[config.mk]
export PLATFORM = sky130hd
export DESIGN_NAME = armt_out_buf
export DESIGN_NICKNAME = d
export VERILOG_FILES = /design/src/rtl/core/armt_pkg.sv /design/src/rtl/core/armt_out_buf.sv
export SDC_FILE = /design/constraint.sdc
export NUM_CORES = 1
export LEC_CHECK = 0
export BUFFER_PORTS_ARGS = -buffer_cell sky130_fd_sc_hd__buf_2
export CAP_MARGIN = 20
export CELL_PAD_IN_SITES_DETAIL_PLACEMENT = 1
export CELL_PAD_IN_SITES_GLOBAL_PLACEMENT = 1
export CORE_MARGIN = 2
export CORE_UTILIZATION = 47
export DETAILED_ROUTE_END_ITERATION = 7
export GPL_TIMING_DRIVEN = 0
export PLACE_DENSITY = 0.95
export SLEW_MARGIN = 20
export SYNTH_ARGS = -nofsm -noshare
export SYNTH_HDL_FRONTEND = slang
export SYNTH_SLANG_ARGS = --single-unit
[constraint.sdc]
create_clock -name i_clk -period 19.5 [get_ports i_clk]
set_input_delay 1.95 -clock i_clk [delete_from_list [all_inputs] [get_ports i_clk]]
set_output_delay 1.95 -clock i_clk [all_outputs]
set_load 0.05 [all_outputs]
[src/rtl/core/armt_pkg.sv]
// Shared widths, constants, payload types and helper functions of the
// roll-axis rotation block. Depends on nothing.
package armt_pkg;

    localparam int FRAC_BITS_DEF      = 16;
    localparam int ROTATION_STEPS_DEF = 16;
    localparam int ATAN_ENTRIES       = 24;

    localparam int DATA_W   = 32;
    localparam int ANG_W    = 16;
    localparam int ANG_X_W  = ANG_W + 1;
    localparam int XY_W     = 32;
    localparam int Z_W      = 29;
    localparam int CS_FRAC  = 30;
    localparam int DEG_SHIFT = 14;
    localparam int PROD_W   = 2 * DATA_W;
    localparam int SUM_W    = PROD_W + 1;
    localparam int SAT_IN_W = SUM_W + 1;

    localparam logic signed [XY_W-1:0] CORDIC_GAIN = XY_W'(652032874);

    localparam logic signed [ANG_X_W-1:0] DEG360_Q6 = ANG_X_W'(23040);
    localparam logic signed [ANG_X_W-1:0] DEG180_Q6 = ANG_X_W'(11520);
    localparam logic signed [ANG_X_W-1:0] DEG90_Q6  = ANG_X_W'(5760);

    localparam logic signed [SAT_IN_W-1:0] SAT_MAX = {{(SAT_IN_W-DATA_W+1){1'b0}},
                                                      {(DATA_W-1){1'b1}}};
    localparam logic signed [SAT_IN_W-1:0] SAT_MIN = {{(SAT_IN_W-DATA_W+1){1'b1}},
                                                      {(DATA_W-1){1'b0}}};

    typedef struct packed {
        logic signed [DATA_W-1:0] y;
        logic signed [DATA_W-1:0] z;
        logic signed [DATA_W-1:0] mx;
        logic signed [DATA_W-1:0] my;
        logic signed [DATA_W-1:0] mz;
        logic signed [DATA_W-1:0] wy;
    } t_payload;

    typedef struct packed {
        logic signed [XY_W-1:0] c;
        logic signed [XY_W-1:0] s;
    } t_trig;

    typedef struct packed {
        logic signed [DATA_W-1:0] disp_y;
        logic signed [DATA_W-1:0] disp_z;
        logic signed [DATA_W-1:0] moment_x;
        logic signed [DATA_W-1:0] moment_y;
        logic signed [DATA_W-1:0] moment_z;
        logic                     saturated;
    } t_result;

    // Arctangent of 2^-idx in degrees, scaled by 2^20.
    function automatic logic signed [Z_W-1:0] atan_deg(input int unsigned idx);
        logic signed [Z_W-1:0] v;
        case (idx)
            0:       v = Z_W'(47185920);
            1:       v = Z_W'(27855475);
            2:       v = Z_W'(14718068);
            3:       v = Z_W'(7471121);
            4:       v = Z_W'(3750058);
            5:       v = Z_W'(1876857);
            6:       v = Z_W'(938658);
            7:       v = Z_W'(469357);
            8:       v = Z_W'(234682);
            9:       v = Z_W'(117342);
            10:      v = Z_W'(58671);
            11:      v = Z_W'(29335);
            12:      v = Z_W'(14668);
            13:      v = Z_W'(7334);
            14:      v = Z_W'(3667);
            15:      v = Z_W'(1833);
            16:      v = Z_W'(917);
            17:      v = Z_W'(458);
            18:      v = Z_W'(229);
            19:      v = Z_W'(115);
            20:      v = Z_W'(57);
            21:      v = Z_W'(29);
            22:      v = Z_W'(14);
            23:      v = Z_W'(7);
            default: v = '0;
        endcase
        return v;
    endfunction

    // Clip to the signed 32-bit range; the top bit of the result flags a clip.
    function automatic logic [DATA_W:0] sat32(input logic signed [SAT_IN_W-1:0] v);
        logic [DATA_W:0] res;
        if (v > SAT_MAX) begin
            res = {1'b1, 1'b0, {(DATA_W-1){1'b1}}};
        end else if (v < SAT_MIN) begin
            res = {1'b1, 1'b1, {(DATA_W-1){1'b0}}};
        end else begin
            res = {1'b0, v[DATA_W-1:0]};
        end
        return res;
    endfunction

endpackage

[src/rtl/core/armt_out_buf.sv]
// Output register with a one-item skid stage between the pipeline and the
// result channel. Depends on armt_pkg.
module armt_out_buf (
    input  logic              i_clk,
    input  logic              i_rst_n,
    input  logic              i_vld,
    input  armt_pkg::t_result i_res,
    input  logic              i_out_ready,
    output logic              o_en,
    output logic              o_vld,
    output armt_pkg::t_result o_res
);

    armt_pkg::t_result r_out, r_skid, n_out, n_skid;
    logic              r_out_vld, r_skid_vld, n_out_vld, n_skid_vld;

    // The pipeline moves only while the skid stage is empty; the item that
    // leaves it during an output stall lands in the skid stage.
    always_comb begin
        n_out      = r_out;
        n_skid     = r_skid;
        n_out_vld  = r_out_vld;
        n_skid_vld = r_skid_vld;
        if (r_skid_vld) begin
            if (i_out_ready) begin
                n_out      = r_skid;
                n_skid_vld = 1'b0;
            end
        end else if (!r_out_vld || i_out_ready) begin
            n_out     = i_res;
            n_out_vld = i_vld;
        end else if (i_vld) begin
            n_skid     = i_res;
            n_skid_vld = 1'b1;
        end
    end

    always_ff @(posedge i_clk) begin
        if (!i_rst_n) begin
            r_out_vld  <= 1'b0;
            r_skid_vld <= 1'b0;
        end else begin
            r_out_vld  <= n_out_vld;
            r_skid_vld <= n_skid_vld;
        end
    end

    always_ff @(posedge i_clk) begin
        r_out  <= n_out;
        r_skid <= n_skid;
    end

    assign o_en  = !r_skid_vld;
    assign o_vld = r_out_vld;
    assign o_res = r_out;

endmodule

# Word-level counts from Yosys, hierarchy flattened
# Index checks and enable logic that the tools add are counted.
# Widths: inputs -> output; s select.
[totals]
regBits = 324
input_bits = 165
out_inout_bits = 163
wordCells = 31
[classes]
eq_ne = 1
muxes = 7
bitwise_logic = 2
n_reduce_logical = 7
[op_table]
columns = ["op", "count"]
rows = [
  ["$mux 161", 3],
  ["$mux 1", 4],
  ["$reduce_and 2->1", 2],
  ["$reduce_and 3->1", 1],
  ["$logic_not 1->1", 2],
  ["$ne 2x2->1 const B", 1],
  ["$not 1->1", 2],
  ["$reduce_bool 2->1", 1],
  ["$logic_or 1x1->1", 1],
]

# Depth between registers and ports, before layout
# Gate-level depths: netlist of the first run.
[logic_depth]
depth_word = 4
ltp_mapped = 4
ltp_nobuf = 2

# Worst setup path before layout of the first run
# Ideal clock, no wire load.
[synth_path]
kind = "input -> register"
start = "input port i_vld"
end = "register r_skid[0] (netlist bit), enable pin"
setup_time_ps = 878
arrival_ps = 12887
t_required_ps = 18622
slack_ps = 5735
stages = 2
n_path_buf = 0
path_cell_list = "nand2_1 nor3_1"
[synth_via]
elab_chain_cells = 1
[synth_rtl]
columns = ["element", "line", "rtl"]
rows = [
  ["start, declared", "armt_out_buf.sv:6", "input logic i_vld,"],
  ["$reduce_and 3->1 (no source line)", "--", ""],
  ["end signal, assigned", "armt_out_buf.sv:50", "r_skid <= n_skid;"],
  ["end, declared", "armt_out_buf.sv:14", "armt_pkg::t_result r_out, r_skid, n_out, n_skid;"],
]
# Every way passes these cells.
# A chain may end at the register's enable or synchronous reset.

# Worst setup path in the final report of the first run
[layout_path]
start = "input port i_vld"
end = "register r_skid[18] (netlist bit), enable pin"
# Same word-level chain as after synthesis.

==> results of run 1 <==
metrics by stage:
stage          cells  worst slack [ns]  utilization [%]
6_report        1255             15.45             62.2
3_5_place_dp    1191             14.93             57.9
3_3_place_gp    1164           -0.0922             56.4
2_1_floorplan    513              5.73                -
4_1_cts         1251             15.42             62.2
5_1_grt         1253             15.28             62.2
worst min-delay path by stage:
stage / from / endpoint
2_1_floorplan: r_skid[119]$_DFFE_PP_ / o_res[119]$_DFFE_PP_
3_3_place_gp: o_vld$_SDFFE_PN0P_ / o_vld$_SDFFE_PN0P_
3_5_place_dp: r_skid[14]$_DFFE_PP_ / o_res[14]$_DFFE_PP_
4_1_cts: r_skid[152]$_DFFE_PP_ / o_res[152]$_DFFE_PP_
5_1_grt: r_skid[148]$_DFFE_PP_ / o_res[148]$_DFFE_PP_
6_report: r_skid[152]$_DFFE_PP_ / o_res[152]$_DFFE_PP_
cell usage after synthesis (all sizes together):
cell type | number | area [um^2]
mux2 | 161 | 1810
buf | 18 | 183
edfxtp | 322 | 9670
nor2b | 1 | 6.26
inv | 1 | 3.75
nand2 | 2 | 7.51
nand3b | 1 | 7.51
nand2b | 1 | 6.26
dfxtp | 2 | 40.0
o21ai | 1 | 5.00
o21bai | 1 | 7.51
a21oi | 1 | 5.00
nor3 | 1 | 5.00
per-layer routing:
layer  track usage, %  wire, um  vias up
met3             5.69      2030       52
met4             6.96       752        2
li1                 -         -     2857
met1             24.4     10400     3218
met2             41.1     15900      257
met5                0        13        -
final cells by class:
class | instances | area, um^2
clock inverters | 17 | 106
repair buffers | 354 | 1980
clock buffers | 43 | 948
well taps | 324 | 405
fillers | 2186 | 9240
inverters | 1 | 3.75
diodes | 4 | 10.0
multi-input cells | 170 | 1880
plain buffers | 18 | 183
flip-flops and latches | 324 | 9710
kinds of logic (layout without fill, tap and decap cells):
family                 Yosys count  count (layout)  synth area share (%)
flip-flops                     324             324                  82.6
multiplexers                   161             161                  15.4
buffers and inverters           19             433                  1.59
AND/OR/NAND/NOR                  6               6                 0.277
AO/OA/AOI/OAI                    3               3                 0.149
other                            0               4                     0
power by group through the flow:
stage / registers, mW / logic, mW / clock network [mW]
CTS: 0.825 / 0.221 / 0.625
finish: 0.825 / 0.219 / 0.609
global placement: 0.850 / 0.204 / 0
detailed placement: 0.839 / 0.220 / 0
floorplan: 0.955 / 0.0354 / 0
global route: 0.828 / 0.228 / 0.649
worst max-delay path, stage by stage:
cell and delay, ns:
buf_2 0.10, nand2_1 0.09, nor3_2 0.70, buf_4 0.31, buf_6 0.17, buf_4 0.19
buf_4 0.21, buf_6 0.17, buf_4 0.17, buf_6 0.17
sequential cells by signal (all words and copies together) (netlist names):
name	flops
o_res	161
r_skid_vld	1
r_skid	161
o_vld	1
==> flow_metrics.env, run 1 <==
export IMPL_syn_inst=513
export IMPL_layout_commonest_cell="buf_2"
export IMPL_clock_sinks=324
export IMPL_hold_viol=0
export IMPL_regToRegEndpoint="r_skid[18]$_DFFE_PP_"
export IMPL_power_density_nw_per_um2=109
export IMPL_skew_ns=0.0192
export IMPL_first_pass_iters=4
export IMPL_rows=57
export IMPL_drc_errors=0
export IMPL_cp_startpoint="i_vld"
export IMPL_rsz0062_at_grt="false"
export IMPL_switchingPower_uw=424
export IMPL_intPower_mw=1.23
export IMPL_finalSetupTns_ns=0
export IMPL_antenna_left=0
export IMPL_required_ns=19.70
export IMPL_stdcell_area_um2=15200
export IMPL_placed_cell_area_um2=14200
export IMPL_comb_power_share_pct=13.3
export IMPL_post_synth_num_cell_types=16
export IMPL_ff2ff_path_depth=10
export IMPL_whs_ns=0.541
export IMPL_cp_start_kind="input port"
export IMPL_fin_crit_ns=4.05
export IMPL_crit_path_end_kind="register"
export IMPL_avgViaCountPerCell=5.09
export IMPL_endpoint="r_skid[18]$_DFFE_PP_"
export IMPL_wl_um=29100
export IMPL_dieArea_um2=26300
export IMPL_grt_usage_pct=22.0
export IMPL_timing_rr_start="r_skid_vld$_SDFF_PN0_"
export IMPL_port_buffers=327
export IMPL_syn_area_per_cell_um2=22.9
export IMPL_start_util_pct=48.1
export IMPL_cap_viol_max_count=0
export IMPL_die_y_um=162
export IMPL_p_leak_nw=5.85
export IMPL_swShare_pct=25.7
export IMPL_yosys_warnings=0
export IMPL_grt_antenna_before_repair=4
export IMPL_synth_seq_area_share_pct=82.6
export IMPL_dp_hpwl_um=21600
export IMPL_clk_pin_slew_ns=0.06
export IMPL_cts_max_path_buffers=3
export IMPL_cts_root_buf="clkbuf_16"
export IMPL_cts_tree="built"
export IMPL_coreArea_um2=24500
export IMPL_gp_congestion=0.774
export IMPL_clockPowerShare_pct=36.8
export IMPL_layout_drive_gt1_share_pct=62.2
export IMPL_setup_viol=0
export IMPL_area_delta_synth_final_pct=29.5
export IMPL_grt_pass1_wl_um=43200
export IMPL_slew_limit_headroom_pct=40.0
export IMPL_seq_power_share_pct=49.9
export IMPL_clkLatencyLatePin_ns=0.49
export IMPL_synth_nets=678
export IMPL_hold_path_class="reg -> reg"
export IMPL_grt_pass1_vias=7149
export IMPL_num_vias=6386
export IMPL_cts_hold_buf=0
export IMPL_layout_common_cells="329 x buf_2, 322 x edfxtp_1, 157 x mux2_2"
export IMPL_grt_max_degree=27
export IMPL_power_total_mw=1.65
export IMPL_maxSlewViolCount=0
export IMPL_r2r_slack_ns=16.30
export IMPL_cts_resized_gates=0
export IMPL_outcome="complete, no violations"
export IMPL_ys_ff_latch=324
export IMPL_vdd_ir_drop_max_mv=0.0966
export IMPL_critical_path_class="in -> reg"
export IMPL_drtIter0Drc=462
export IMPL_cp_arrival_ns=4.25
export IMPL_gr_total_overflow=0
export IMPL_io_pins=328
export IMPL_die_width_um=162
export IMPL_cts_setup_buffers=0
export IMPL_syn_area_um2=11800
export IMPL_fmax_ghz=0.247
export IMPL_wl_per_cell_um=23.2
export IMPL_period_share_pct=20.8
export IMPL_htreeDepth=2
export IMPL_fin_nets=1069
export IMPL_tightest_slew_ns=0.896
export IMPL_hold_depth=1
export IMPL_cts_made_buffers=35
export IMPL_path_max_fanout=10
Power figures use the tool's default switching activity.
==> run 2: changes to the inputs <==
Settings changed: CORE_UTILIZATION 47 to 40, PLACE_DENSITY 0.95 to 0.88.
Clock period 19.5 ns to 3.5 ns, I/O delays scaled along.
==> run 2 against run 1 <==
- flip-flop and latch count did not move
- utilization fell by 8.8 points
- total power rose to 5.6 times the previous value
- worst setup slack worse by 15 ns
- largest power group unchanged
==> flow_metrics.env, run 2 (synthesized netlist as in run 1, its figures left out) <==
export IMPL_outcome="complete, no violations"
export IMPL_grt_busiest_layer="met2"
export IMPL_layout_common_cells="329 x buf_2, 322 x edfxtp_1, 157 x mux2_2"
export IMPL_htreeDepth=2
export IMPL_setup_viol=0
export IMPL_cts_resized_gates=0
export IMPL_clkLatencyLatePin_ns=0.51
export IMPL_timing_rr_start="r_skid_vld$_SDFF_PN0_"
export IMPL_port_buffers=327
export IMPL_avgViaCountPerCell=4.86
export IMPL_gr_total_overflow=0
export IMPL_finalSetupTns_ns=0
export IMPL_wl_um=28600
export IMPL_grt_max_degree=26
export IMPL_whs_ns=0.0261
export IMPL_critical_path_class="reg -> reg"
export IMPL_layout_commonest_cell="buf_2"
export IMPL_fin_util_pct=53.5
export IMPL_placed_cell_area_um2=14300
export IMPL_hold_viol=0
export IMPL_power_density_nw_per_um2=604
export IMPL_grt_pass1_wl_um=42900
export IMPL_grt_antenna_before_repair=5
export IMPL_vdd_ir_drop_max_mv=0.372
export IMPL_rows=62
export IMPL_wl_per_cell_um=21.8
export IMPL_path_max_fanout=14
export IMPL_fin_ws_ns=0.945
export IMPL_die_y_um=175
export IMPL_r2r_slack_ns=0.94
export IMPL_num_vias=6359
export IMPL_preCtsSetupSlack_ns=0.934
export IMPL_met3_usage_pct=6.02
export IMPL_p_leak_nw=5.86
export IMPL_cp_startpoint="r_skid_vld$_SDFF_PN0_"
export IMPL_hold_path_startpoint="i_res[153]"
export IMPL_antenna_left=0
export IMPL_die_width_um=175
export IMPL_place_detailed_instances=1246
export IMPL_cts_setup_buffers=0
export IMPL_fin_nets=1065
export IMPL_drtIter0Drc=215
export IMPL_dieArea_um2=30800
export IMPL_drc_errors=0
export IMPL_instances_no_fill=1309
export IMPL_area_delta_synth_final_pct=31.2
export IMPL_io_pins=328
export IMPL_cts_hold_buf=1
export IMPL_use_met1_pct=20.5
export IMPL_fmax_ghz=0.391
export IMPL_cts_made_buffers=35
export IMPL_maxSlewViolCount=0
export IMPL_rsz0062_at_grt="false"
export IMPL_cap_viol_max_count=0
export IMPL_start_util_pct=40.7
export IMPL_cts_max_path_buffers=3
export IMPL_clk_pin_slew_ns=0.06
export IMPL_cts_tree="built"
export IMPL_crit_path_end_kind="register"
export IMPL_layout_drive_gt1_share_pct=62.0
export IMPL_power_total_mw=9.32
export IMPL_cp_start_kind="register"
export IMPL_grt_pass1_vias=7176
export IMPL_cp_arrival_ns=2.77
export IMPL_hold_path_class="in -> reg"
export IMPL_grtUsageMet2_pct=32.2
export IMPL_first_pass_iters=4
export IMPL_skew_ns=0.0194
export IMPL_required_ns=3.71
export IMPL_fin_crit_ns=2.56
export IMPL_grt_usage_pct=18.3
export IMPL_period_share_pct=73.0
export IMPL_gp_congestion=0.758
export IMPL_slew_limit_headroom_pct=47.1
export IMPL_dp_hpwl_um=20900
export IMPL_stdcell_area_um2=15400
export IMPL_coreArea_um2=28900
export IMPL_cts_root_buf="clkbuf_16"
export IMPL_clock_sinks=324
export IMPL_tightest_slew_ns=0.790
==> run 2: layer usage <==
layer / vias up / share of wire (%)
li1: 2840 / -
met1: 3193 / 37
met2: 258 / 52
met3: 64 / 7.6
met4: 4 / 3.4
met5: - / 0.084
==> run 2: area by class of cell <==
cell class                      instances  area, um^2
Tap cell                              384         480
Fill cell                            2739       13400
Sequential cell                       324        9710
Clock inverter                         15         121
Antenna cell                            3        7.51
Timing Repair Buffer                  350        2070
Multi-Input combinational cell        170        1890
Clock buffer                           44         952
Buffer                                 18         190
Inverter                                1        3.75
==> run 2: power by group <==
| group | internal (mW) | leakage, nW | total, mW | switching [mW] |
|---|---|---|---|---|
| clock network | 2.06 | 0.511 | 3.50 | 1.43 |
| registers | 4.53 | 3.14 | 4.59 | 0.0603 |
| logic | 0.337 | 2.20 | 1.23 | 0.897 |
| total | 6.93 | 5.86 | 9.32 | 2.39 |
==> run 2: worst paths after layout <==
path	to	depth (start not counted)
setup / recovery	r_skid[36]$_DFFE_PP_	8
hold / removal	r_skid[153]$_DFFE_PP_	1
setup reg to reg	r_skid[36]$_DFFE_PP_	8
hold reg to reg	o_vld$_SDFFE_PN0P_	2
==> run 2: worst max-delay path, stage by stage (launching register included) <==
cell     delay, ns
dfxtp_2       0.34
buf_6         0.16
buf_8         0.16
nor3_4        0.67
buf_8         0.25
buf_8         0.16
buf_8         0.17
buf_6         0.17
buf_8         0.16
