`src/rtl/core/armt_pkg.sv`:
```
// Shared widths, constants, payload types and helper functions of the
// roll-axis rotation block. Depends on nothing.
package armt_pkg;

    localparam int FRAC_BITS_DEF      = 16;
    localparam int ROTATION_STEPS_DEF = 16;
    localparam int ATAN_ENTRIES       = 24;

    localparam int DATA_W   = 32;
    localparam int ANG_W    = 16;
    localparam int ANG_X_W  = ANG_W + 1;
    localparam int XY_W     = 32;
    localparam int Z_W      = 29;
    localparam int CS_FRAC  = 30;
    localparam int DEG_SHIFT = 14;
    localparam int PROD_W   = 2 * DATA_W;
    localparam int SUM_W    = PROD_W + 1;
    localparam int SAT_IN_W = SUM_W + 1;

    localparam logic signed [XY_W-1:0] CORDIC_GAIN = XY_W'(652032874);

    localparam logic signed [ANG_X_W-1:0] DEG360_Q6 = ANG_X_W'(23040);
    localparam logic signed [ANG_X_W-1:0] DEG180_Q6 = ANG_X_W'(11520);
    localparam logic signed [ANG_X_W-1:0] DEG90_Q6  = ANG_X_W'(5760);

    localparam logic signed [SAT_IN_W-1:0] SAT_MAX = {{(SAT_IN_W-DATA_W+1){1'b0}},
                                                      {(DATA_W-1){1'b1}}};
    localparam logic signed [SAT_IN_W-1:0] SAT_MIN = {{(SAT_IN_W-DATA_W+1){1'b1}},
                                                      {(DATA_W-1){1'b0}}};

    typedef struct packed {
        logic signed [DATA_W-1:0] y;
        logic signed [DATA_W-1:0] z;
        logic signed [DATA_W-1:0] mx;
        logic signed [DATA_W-1:0] my;
        logic signed [DATA_W-1:0] mz;
        logic signed [DATA_W-1:0] wy;
    } t_payload;

    typedef struct packed {
        logic signed [XY_W-1:0] c;
        logic signed [XY_W-1:0] s;
    } t_trig;

    typedef struct packed {
        logic signed [DATA_W-1:0] disp_y;
        logic signed [DATA_W-1:0] disp_z;
        logic signed [DATA_W-1:0] moment_x;
        logic signed [DATA_W-1:0] moment_y;
        logic signed [DATA_W-1:0] moment_z;
        logic                     saturated;
    } t_result;

    // Arctangent of 2^-idx in degrees, scaled by 2^20.
    function automatic logic signed [Z_W-1:0] atan_deg(input int unsigned idx);
        logic signed [Z_W-1:0] v;
        case (idx)
            0:       v = Z_W'(47185920);
            1:       v = Z_W'(27855475);
            2:       v = Z_W'(14718068);
            3:       v = Z_W'(7471121);
            4:       v = Z_W'(3750058);
            5:       v = Z_W'(1876857);
            6:       v = Z_W'(938658);
            7:       v = Z_W'(469357);
            8:       v = Z_W'(234682);
            9:       v = Z_W'(117342);
            10:      v = Z_W'(58671);
            11:      v = Z_W'(29335);
            12:      v = Z_W'(14668);
            13:      v = Z_W'(7334);
            14:      v = Z_W'(3667);
            15:      v = Z_W'(1833);
            16:      v = Z_W'(917);
            17:      v = Z_W'(458);
            18:      v = Z_W'(229);
            19:      v = Z_W'(115);
            20:      v = Z_W'(57);
            21:      v = Z_W'(29);
            22:      v = Z_W'(14);
            23:      v = Z_W'(7);
            default: v = '0;
        endcase
        return v;
    endfunction

    // Clip to the signed 32-bit range; the top bit of the result flags a clip.
    function automatic logic [DATA_W:0] sat32(input logic signed [SAT_IN_W-1:0] v);
        logic [DATA_W:0] res;
        if (v > SAT_MAX) begin
            res = {1'b1, 1'b0, {(DATA_W-1){1'b1}}};
        end else if (v < SAT_MIN) begin
            res = {1'b1, 1'b1, {(DATA_W-1){1'b0}}};
        end else begin
            res = {1'b0, v[DATA_W-1:0]};
        end
        return res;
    endfunction

endpackage

```
`src/rtl/core/armt_angle_prep.sv`:
```
// Two pipeline stages that reduce the roll angle to [-90, 90] degrees and
// scale it to the CORDIC angle format. Depends on armt_pkg.
module armt_angle_prep (
    input  logic                                i_clk,
    input  logic                                i_rst_n,
    input  logic                                i_en,
    input  logic                                i_vld,
    input  logic signed [armt_pkg::ANG_W-1:0]   i_angle,
    input  armt_pkg::t_payload                  i_pl,
    output logic                                o_vld,
    output logic signed [armt_pkg::Z_W-1:0]     o_z,
    output logic                                o_neg,
    output armt_pkg::t_payload                  o_pl
);

    logic signed [armt_pkg::ANG_X_W-1:0] a0, a1, a2, a3, n_a;
    logic signed [armt_pkg::ANG_X_W-1:0] r_a;
    logic                                r1_vld;
    armt_pkg::t_payload                  r1_pl;

    logic signed [armt_pkg::ANG_X_W-1:0] a_fold;
    logic                                n_neg;
    logic signed [armt_pkg::Z_W-1:0]     n_z;
    logic signed [armt_pkg::Z_W-1:0]     r_z;
    logic                                r_neg;
    logic                                r2_vld;
    armt_pkg::t_payload                  r2_pl;

    // Stage 1: bring the angle into [-180, 180).
    always_comb begin
        a0  = armt_pkg::ANG_X_W'(i_angle);
        a1  = (a0 >= armt_pkg::DEG180_Q6) ? a0 - armt_pkg::DEG360_Q6 : a0;
        a2  = (a1 >= armt_pkg::DEG180_Q6) ? a1 - armt_pkg::DEG360_Q6 : a1;
        a3  = (a2 < -armt_pkg::DEG180_Q6) ? a2 + armt_pkg::DEG360_Q6 : a2;
        n_a = (a3 < -armt_pkg::DEG180_Q6) ? a3 + armt_pkg::DEG360_Q6 : a3;
    end

    always_ff @(posedge i_clk) begin
        if (!i_rst_n) begin
            r1_vld <= 1'b0;
        end else if (i_en) begin
            r1_vld <= i_vld;
        end
    end

    always_ff @(posedge i_clk) begin
        if (i_en) begin
            r_a   <= n_a;
            r1_pl <= i_pl;
        end
    end

    // Stage 2: fold beyond +/-90 degrees and remember to negate cos and sin.
    always_comb begin
        if (r_a > armt_pkg::DEG90_Q6) begin
            a_fold = r_a - armt_pkg::DEG180_Q6;
            n_neg  = 1'b1;
        end else if (r_a < -armt_pkg::DEG90_Q6) begin
            a_fold = r_a + armt_pkg::DEG180_Q6;
            n_neg  = 1'b1;
        end else begin
            a_fold = r_a;
            n_neg  = 1'b0;
        end
        n_z = armt_pkg::Z_W'(a_fold) <<< armt_pkg::DEG_SHIFT;
    end

    always_ff @(posedge i_clk) begin
        if (!i_rst_n) begin
            r2_vld <= 1'b0;
        end else if (i_en) begin
            r2_vld <= r1_vld;
        end
    end

    always_ff @(posedge i_clk) begin
        if (i_en) begin
            r_z   <= n_z;
            r_neg <= n_neg;
            r2_pl <= r1_pl;
        end
    end

    assign o_vld = r2_vld;
    assign o_z   = r_z;
    assign o_neg = r_neg;
    assign o_pl  = r2_pl;

endmodule

```
`config.mk`:
```
export PLATFORM = sky130hd
export DESIGN_NAME = armt_angle_prep
export DESIGN_NICKNAME = d
export VERILOG_FILES = /design/src/rtl/core/armt_pkg.sv /design/src/rtl/core/armt_angle_prep.sv
export SDC_FILE = /design/constraint.sdc
export NUM_CORES = 1
export LEC_CHECK = 0
export BUFFER_PORTS_ARGS = -buffer_cell sky130_fd_sc_hd__buf_2
export CAP_MARGIN = 20
export CORE_UTILIZATION = 51
export CTS_CLUSTER_DIAMETER = 40
export DETAILED_ROUTE_END_ITERATION = 6
export PLACE_DENSITY = 0.79
export SETUP_SLACK_MARGIN = 0.2
export SYNTH_ARGS = -nofsm -noshare
export SYNTH_HDL_FRONTEND = slang
export SYNTH_SLANG_ARGS = --single-unit
```
`constraint.sdc`:
```
create_clock -name i_clk -period 6.11 [get_ports i_clk]
set_clock_uncertainty 0.05 [all_clocks]
set_input_delay 0.9165 -clock i_clk [delete_from_list [all_inputs] [get_ports i_clk]]
set_output_delay 0.9165 -clock i_clk [all_outputs]
set_load 0.05 [all_outputs]
```
### Word-level counts from Yosys, hierarchy flattened

Cells that the tools add are included.
W data, S select, Z words.

* equality and inequality tests: 0
* divide/modulo/power cells: 0
* shift operators: 0
* bitwise gates (word level): 0
* multipliers: 0
* magnitude comparators: 6
* muxes and demuxes: 7
* $add $sub $neg: 6
* reductions and logical operators: 0

Operator list (number)
* $mux W17: 4
* $add A17 B16 Y17 const B: 2
* $lt A17 B15 Y1 const B: 2
* $mux W15: 2
* $ge A17 B15 Y1 const B: 1
* $gt A17 B14 Y1 const B: 1
* $lt A17 B14 Y1 const B: 1
* $sub A16 B16 Y17 const B: 1
* $sub A17 B16 Y17 const B: 1
* $ge A16 B15 Y1 const B: 1
* $add A15 B15 Y15 const B: 1
* $sub A15 B15 Y15 const B: 1
* $mux W1: 1

* memories: 0
* flip-flop bits (word level): 419
* memory bits (read-only): 0
* latch bits: 0
* memory bits (writable): 0
* input port bits: 212
* output and inout port bits: 223

### Logic depth before layout (Yosys ltp)

Gate-level depths: netlist of run 1.

* depth in word-level cells: 8
* mapped depth: 22

### Worst setup path before layout of run 1

OpenSTA, ideal clock, no wires.

* path kind: input to register
* start point: input i_angle[8] in the netlist's numbering
* end point: register r_a[10] in the netlist's numbering, data pin
* library setup time: 260 ps
* slack: 509 ps
* arrival: 5290 ps
* cell stages on the path: 20
* cells stage by stage: buf_2 -> o211ai_4 -> a21oi_2 -> a21boi_1 -> inv_1 -> ha_1 -> a21oi_1 -> o211ai_2 -> o21a_2 -> a21oi_4 -> mux2i_1 -> ha_1 -> a211o_1 -> o32ai_1 -> a21oi_2 -> or3_4 -> a211oi_2 -> a211oi_2 -> nor2_4 -> mux2_4

* word-level cells in the longest chain between the ends: 8

Ends and longest elaborated chain
* start, declared: line armt_angle_prep.sv:8 `input logic signed [armt_pkg::ANG_W-1:0] i_angle,`
* $sub A16 B16 Y17 or $ge A16 B15 Y1 (tied branches): line armt_angle_prep.sv:32 `a1 = (a0 >= armt_pkg::DEG180_Q6) ? a0 - armt_pkg::DEG360_Q6 : a0;`
* $mux W17 *: line armt_angle_prep.sv:32
* $sub A17 B16 Y17 or $ge A17 B15 Y1 (tied branches): line armt_angle_prep.sv:33 `a2 = (a1 >= armt_pkg::DEG180_Q6) ? a1 - armt_pkg::DEG360_Q6 : a1;`
* $mux W17 *: line armt_angle_prep.sv:33
* $add A17 B16 Y17 or $lt A17 B15 Y1 (tied branches): line armt_angle_prep.sv:34 `a3 = (a2 < -armt_pkg::DEG180_Q6) ? a2 + armt_pkg::DEG360_Q6 : a2;`
* $mux W17 *: line armt_angle_prep.sv:34
* $add A17 B16 Y17 or $lt A17 B15 Y1 (tied branches): line armt_angle_prep.sv:35 `n_a = (a3 < -armt_pkg::DEG180_Q6) ? a3 + armt_pkg::DEG360_Q6 : a3;`
* $mux W17 *: line armt_angle_prep.sv:35
* named net n_a (one bit): line armt_angle_prep.sv:16 `logic signed [armt_pkg::ANG_X_W-1:0] a0, a1, a2, a3, n_a;`
* end signal, assigned: line armt_angle_prep.sv:48 `r_a <= n_a;`
* end, declared: line armt_angle_prep.sv:17 `logic signed [armt_pkg::ANG_X_W-1:0] r_a;`

The timed path passes the listed nets; every way through them passes the cells marked *.
A chain may end at the register's enable or synchronous reset.

### Worst setup path in the final report of run 1

* start point: input i_angle[14] in the netlist's numbering
* end point: register r_a[10] in the netlist's numbering, data pin

* word-level cells in the longest chain between the ends: 8

Ends and longest elaborated chain (line)
* $ge A16 B15 Y1 or $sub A16 B16 Y17 (tied branches): armt_angle_prep.sv:32
* $mux W17 *: armt_angle_prep.sv:32
* $sub A17 B16 Y17 or $ge A17 B15 Y1 (tied branches): armt_angle_prep.sv:33
* $mux W17 *: armt_angle_prep.sv:33
* $add A17 B16 Y17 or $lt A17 B15 Y1 (tied branches): armt_angle_prep.sv:34
* $mux W17 *: armt_angle_prep.sv:34
* $add A17 B16 Y17 or $lt A17 B15 Y1 (tied branches): armt_angle_prep.sv:35
* $mux W17 *: armt_angle_prep.sv:35
* named net n_a (one bit): armt_angle_prep.sv:16

Marked as above.

==> results of run 1 <==
[metrics by stage]
stage	power, mW	setup WS [ns]	instance area [sq um]
3_5_place_dp	4.62	0.135	17100
4_1_cts	7.50	0.677	18800
5_1_grt	7.70	0.237	18800
3_3_place_gp	4.59	0.227	17100
2_1_floorplan	4.27	0.509	14600
6_report	7.47	0.557	18800
[power by group]
part | internal (mW) | switching [mW] | total (mW)
registers | 3.46 | 0.0943 | 3.55
logic | 0.269 | 0.752 | 1.02
clock network | 1.75 | 1.15 | 2.90
[state kept, by name (all words and copies together), names as in the netlist]
| name | count |
|---|---|
| o_z | 15 |
| o_pl | 192 |
| r1_pl | 192 |
| r1_vld | 1 |
| r_a | 17 |
| o_neg | 1 |
| o_vld | 1 |
[cell families after synthesis]
kind of cell,count (synthesis),synth area share (%)
compound gates,119,6.26
other cells,1,0.0258
flops,419,86.3
fa+ha+maj,10,0.860
simple gates,86,3.14
buf+inv,38,1.44
xor+xnor,14,1.02
mux,13,0.946
[cell usage in the layout (no fill, tap or decap), types with 7 or more instances in the layout]
master	instances
inv_1	15
o211ai_1	7
mux2i_1	10
clkbuf_16	50
clkbuf_1	7
xnor2_1	9
buf_4	8
conb_1	14
a21oi_1	23
o21ai_0	17
nor2_1	21
ha_1	10
buf_2	419
diode_2	11
nor3_1	7
nand2_1	18
edfxtp_1	417
[layout make-up]
class | instances | area (sq um) | area share, %
sequential | 419 | 12600 | 66.8
timing repair buffer | 430 | 2210 | 11.8
multi-input combinational | 256 | 1840 | 9.78
clock buffer | 58 | 1290 | 6.86
tap | 378 | 473 | 2.51
clock inverter | 29 | 350 | 1.86
inverter | 15 | 56.3 | 0.299
antenna | 11 | 27.5 | 0.146
[worst max-delay path, cell delays in order]
cell and delay, ns:
buf_2 0.24, or2_2 0.19, a21oi_1 0.04, o21ai_0 0.15
a21boi_1 0.37, inv_1 0.11, ha_1 0.19, a21oi_1 0.24
o211ai_2 0.19, o21a_2 0.27, a21oi_4 0.23, mux2i_1 0.14
ha_1 0.26, a211o_1 0.32, o32ai_1 0.44, a21oi_4 0.14
nor3b_2 0.35, a211oi_1 0.13, a211oi_2 0.45, nor2_4 0.08
mux2_4 0.30
[cell usage after synthesis, types with 5 or more instances]
master,n
nand2_1,18
a211oi_1,6
buf_4,16
a21oi_1,23
edfxtp_1,417
a31oi_1,5
buf_2,6
ha_1,10
mux2i_1,10
xnor2_1,9
o21ai_0,17
nor2b_1,6
o211ai_1,7
nor3_1,7
and2_1,5
inv_1,15
o21ai_1,6
nor2_1,21
[repair_timing]
action                                  4_1_cts  5_1_grt
buffers inserted                              0        0
endpoints found under the setup margin        0        1
resized for setup                             0        1
[final timing paths]
kind | start | endpoint | slack, ns | depth (start not counted)
worst min-delay path | r1_pl[182] | o_pl[182] | 0.35 | 0
worst max register to register | r_a[8] | o_z[24] | 3.57 | 9
worst min register to register | r1_pl[182] | o_pl[182] | 0.35 | 0
worst max-delay path | i_angle[14] | r_a[10] | 0.56 | 21
[per-layer routing]
layer	track usage, %	vias up	share of wire, %
li1	-	3731	-
met1	24.0	4000	33
met2	41.3	404	52
met3	8.79	118	9.5
met4	12.2	14	4.8
met5	0	-	0.26
==> reports/metrics.sh, run 1 <==
GRT_FIRST_PASS_WIRELENGTH_MM=48.6
MIN-DELAY-PATH-CLASS='flop to flop'
SETUP_VIOL=0
SYNTH.YOSYS.SEQ_AREA_SHARE_PCT=86.3
CRIT_PATH_KIND='input port to flop'
GRT_START_MAX_NET_PINS=152
MAXSLEWHEADROOM_PCT=26.3
WORSTPATHMAXFANOUT=14
FINISH.CELL_COUNT_WITHOUT_FILLERS=1596
ROW_COUNT=61
NFILLCELLS=1808
FIN_SETUP_TNS_NS=0
SYNTH_ASYNC_SR_FLOP_SHARE_PCT=0
FINAL_HOLD_VIOL_COUNT=0
RSZ_0062_RAISED_AFTER_GLOBAL_ROUTING='no'
ROUTE.VIAS.TOTAL=8267
YOSYSTOPAREACELL='edfxtp_1'
YOSYSWARNINGCOUNT=0
CTS-ROOT-BUF='clkbuf_16'
FMAX_MHz=180
REQUIRED_NS=6.33
SYNTH_TOP_CELLS_BY_AREA='edfxtp_1 86%, ha_1 0.86%, buf_4 0.83%, a21oi_1 0.79%, mux2i_1 0.69%'
WL_MM=35.9
WORSTSETUPENDPOINTTYPE='flop'
CORE_SQ_UM=27900
TRITONCTS_NUM_SINKS=419
CTS_INSERTED_BUFFERS=48
ANTENNA_FOUND_INITIAL=17
AVERAGE_WIRE_PER_CELL_IN_THE_ROUTED_DESIGN_UM=22.5
IR_DROP_WORST_VDD_mV=0.183
CTS_BUFFER_DEPTH=3
MAXCAPVIOLCOUNT=0
PORT-BUFFER-COUNT=420
ROUTE.DETAILED.DRC=0
CLOCK_INSERTION_DELAY_WORST_SKEW_NS=0.53
MIN_CLOCK_PERIOD_POST_ROUTE_NS=5.55
CTS.HOLD.BUFFERS_ADDED=0
INITIALDRTVIOLATIONCOUNT=833
TIGHTEST_SLEW_NS=1.11
NETLIST.AREA_LEADER.SHARE_PCT=86.0
GATE_COUNT_OF_THE_MAPPED_NETLIST=700
YS_FF_LATCH=419
POST_SYNTH_NUM_CELL_TYPES=75
TIMING.FINAL.CRIT_SHARE_PCT=90.9
IOPINCOUNT=435
DOMINANTREGCELLSYNTH='edfxtp_1'
PWR_DENSITY_CELL_nW_PER_UM2=397
GLOBALROUTEOVERFLOWTOTAL=0
PLACE.GP.CONGESTION=0.863
DIE-AREA_SQ_UM=29200
CHIPHEIGHT_UM=171
DETAILEDPLACEMENTHPWL_MM=24.4
FRACTION_OF_FINAL_LAYOUT_CELLS_SIZED_BEYOND_DRIVE_STRENGTH_1_PCT=45.0
SYN_AVG_CELL_AREA_SQ_UM=20.8
FINALNETCOUNT=1392
DIE_W_UM=171
GROUTE.USAGE.OVERALL_PCT=23.3
RUN_STATUS='finished, final reports clean'
SLEW_VIOL_FINAL=0
INITIAL_UTIL_PCT=52.1
CRITICAL_PATH.STARTPOINT_TYPE='input port'
WORST_EP_ARRIVAL_TIME_NS=5.77
AVGVIACOUNTPERCELL=5.18
TRITONCTS_CLOCK_TREE='yes'
ANTENNA_VIOLATING_NETS_POST_ROUTE=0
SYNTH_EDF_COUNT=417
CTS.CLK_SLEW.WORST_PATHS_NS=0.06
WHS_NS=0.353
HTREE_LEVELS=2
AREA.GROWTH.SYNTH_TO_FINAL_PCT=29.2
FIRST_GLOBAL_VIAS=7897
PLACE_INST=1498
POWER_LEAKAGE_nW=7.35
POST-ROUTE-UTIL_PCT=67.3
MAPPEDNETLISTAREA_SQ_UM=14600
DETAILEDROUTE.FIRSTPASSITERATIONCOUNT=6
No activity file was read; power rests on OpenSTA's default activity.
==> inputs of run 2 (changes only) <==
==> constraint.sdc (replaced) <==
create_clock -name i_clk -period 6.11 [get_ports i_clk]
set_clock_uncertainty 0.05 [all_clocks]
set_input_delay 0 -clock i_clk [delete_from_list [all_inputs] [get_ports i_clk]]
set_output_delay 0 -clock i_clk [all_outputs]
set_load 0.05 [all_outputs]
==> run 2 against run 1 <==
  * Cell area grew 9.6%
  * Hold slack lost 0.33 ns
  * Clock power shrank 4%
  * Sequential power is essentially flat
  * Sequential share of layout area shrank 5.8 points
  * Largest power group unchanged
==> reports/metrics.sh, run 2 (same netlist as run 1, synthesis figures left out) <==
ROUTE.VIAS.TOTAL=9392
GROUTE.LAYER.MET3.USAGE_PCT=7.26
DIE_W_UM=171
CP_SLOWEST_STAGE_DELAY_NS=0.53
POWER_REPORT.INTERNAL_TOTAL_mW=5.44
WORSTPATHCELLLIST='dlygate4sd3_1 -> buf_2 -> o211ai_4 -> a21oi_2 -> a21boi_1 -> inv_1 -> ha_1 -> a21oi_1 -> o211ai_2 -> o21a_2 -> a21oi_4 -> mux2i_1 -> ha_1 -> a211o_1 -> o32ai_1 -> a21oi_2 -> buf_4 -> or3_4 -> a211oi_2 -> a211oi_2 -> nor2_4 -> mux2_4'
DETAILEDROUTE.FIRSTPASSITERATIONCOUNT=5
GLOBAL_ROUTE.USAGE.MET2_PCT=52.7
SETUP_VIOL=0
HTREE_LEVELS=2
SLEW_VIOL_FINAL=0
GLOBALROUTEOVERFLOWTOTAL=0
DETAILEDPLACEMENTHPWL_MM=24.4
MAXSLEWHEADROOM_PCT=28.0
FINISH.CELL_COUNT_WITHOUT_FILLERS=1779
CHIPHEIGHT_UM=171
SHARE_CLK_OF_TOTAL_POWER_PCT=37.0
FRACTION_OF_FINAL_LAYOUT_CELLS_SIZED_BEYOND_DRIVE_STRENGTH_1_PCT=37.7
FMAX_MHz=180
PORT-BUFFER-COUNT=420
AREA.GROWTH.SYNTH_TO_FINAL_PCT=41.6
ROUTE.DETAILED.DRC=0
IR_DROP_WORST_VDD_mV=0.291
REQUIRED_NS=6.33
POWER.COMBINATIONAL.FRACTION_PCT=15.2
FINAL_COMMON_CELL='buf_2'
POST_LAYOUT_INSTANCE_AREA_SQ_UM=20600
CTS_RESIZED=0
RSZ_0062_RAISED_AFTER_GLOBAL_ROUTING='no'
TRITONCTS_CLOCK_TREE='yes'
GRT_START_MAX_NET_PINS=211
AVGVIACOUNTPERCELL=5.28
CTS_INSERTED_BUFFERS=44
ANTENNA_VIOLATING_NETS_POST_ROUTE=0
INITIAL_UTIL_PCT=52.1
CTS-ROOT-BUF='clkbuf_16'
TIGHTEST_SLEW_NS=1.08
CRIT_PATH_KIND='input port to flop'
TIMING.CRITICAL_PATH.SLOWEST_STAGE_CELL='dlygate4sd3_1'
POWER_LEAKAGE_nW=8.09
TRITONCTS_NUM_SINKS=419
PLACE.GP.CONGESTION=0.850
INITIALDRTVIOLATIONCOUNT=1025
WL_MM=43.5
GR-MAX-USAGE-LAYER='met2'
CORE_SQ_UM=27900
WORSTPATHMAXFANOUT=9
TIMING.FINAL.CRIT_SHARE_PCT=90.9
MOSTFREQUENTLAYOUTCELLS='419 x buf_2, 417 x edfxtp_1, 203 x dlygate4sd3_1'
PWR_DENSITY_CELL_nW_PER_UM2=363
CLOCK_INSERTION_DELAY_WORST_SKEW_NS=0.52
TOTAL_SWITCHING_POWER_mW=2.04
PLACEMENT.CELL_AREA_SQ_UM=17100
ANTENNA_FOUND_INITIAL=2
ROW_COUNT=61
WORST_EP_ARRIVAL_TIME_NS=5.78
MIN-DELAY-PATH-CLASS='input port to flop'
POWER_SWITCHING_SHARE_PCT=27.3
GRT_FIRST_PASS_WIRELENGTH_MM=60.7
FIRST_GLOBAL_VIAS=9442
CTS_BUFFER_DEPTH=3
FINAL_HOLD_VIOL_COUNT=0
AVERAGE_WIRE_PER_CELL_IN_THE_ROUTED_DESIGN_UM=24.5
PLACE_INST=1492
RUN_STATUS='finished, final reports clean'
DIE-AREA_SQ_UM=29200
GROUTE.USAGE.OVERALL_PCT=29.2
WORSTSETUPENDPOINTTYPE='flop'
FINALNETCOUNT=1585
IOPINCOUNT=435
GRT_USE_MET1_PCT=31.5
CRITICAL_PATH.STARTPOINT_TYPE='input port'
MAXCAPVIOLCOUNT=0
PWR-SHARE-SEQ_PCT=47.7
CTS.CLK_SLEW.WORST_PATHS_NS=0.06
MIN_CLOCK_PERIOD_POST_ROUTE_NS=5.55
FIN_SETUP_TNS_NS=0
-- run 2: critical path: cells and delay by family --
| kind | cells | cell delay, ns |
|---|---|---|
| AO/OA/AOI/OAI | 12 | 3.00 |
| adder cells (fa/ha/maj) | 2 | 0.51 |
| buffers and inverters | 4 | 1.18 |
| multiplexers | 2 | 0.51 |
| AND/OR/NAND/NOR | 2 | 0.59 |
-- run 2: what timing repair did --
action | CTS | global route
setup buffers | 0 | 0
hold endpoints to repair | 203 | 0
setup endpoints to repair | 0 | 0
hold buffers | 203 | 0
-- run 2: layer usage --
layer | part of all wire (%) | wire (um)
met1 | 34 | 14900
met3 | 8.4 | 3640
met2 | 52 | 22500
met4 | 5.7 | 2460
met5 | 0 | 0
-- run 2: power groups by stage --
stage                     Sequential, mW  Combinational (mW)  Clock [mW]
after global placement              3.58               0.996           0
after floorplan                     3.96               0.309           0
final                               3.57                1.14        2.77
after detailed placement            3.60                1.00           0
after CTS                           3.55                1.12        2.74
after global routing                3.59                1.20        2.91
-- run 2: cell type report --
cell class | instances | area (sq um)
flip-flops and latches | 419 | 12600
diodes | 2 | 5.00
clock buffers | 53 | 1150
inverters | 15 | 56.3
multi-input cells | 256 | 1830
well taps | 378 | 473
repair buffers | 627 | 4190
fillers | 1612 | 7320
clock inverters | 29 | 344
-- run 2: final timing paths --
kind | from | to | slack [ns] | cells past startpoint
worst max-delay path | i_angle[8] | r_a[10] | 0.56 | 22
worst min-delay path | i_en | o_pl[1] | 0.03 | 1
worst max register to register | r_a[8] | o_z[24] | 3.61 | 9
worst min register to register | r1_pl[46] | o_pl[46] | 0.34 | 0
-- run 2: per-stage QoR --
stage | util (%) | setup WS [ns] | power [mW] | hold slack, ns
after floorplan | - | 1.43 | 4.27 | 0.0489
after global placement | 61.1 | 0.610 | 4.58 | 0.127
after detailed placement | 61.1 | 0.487 | 4.60 | 0.128
after CTS | 73.8 | 0.631 | 7.41 | 0.0597
after global routing | 73.8 | 0.223 | 7.69 | 0.0645
final | 73.8 | 0.556 | 7.48 | 0.0272
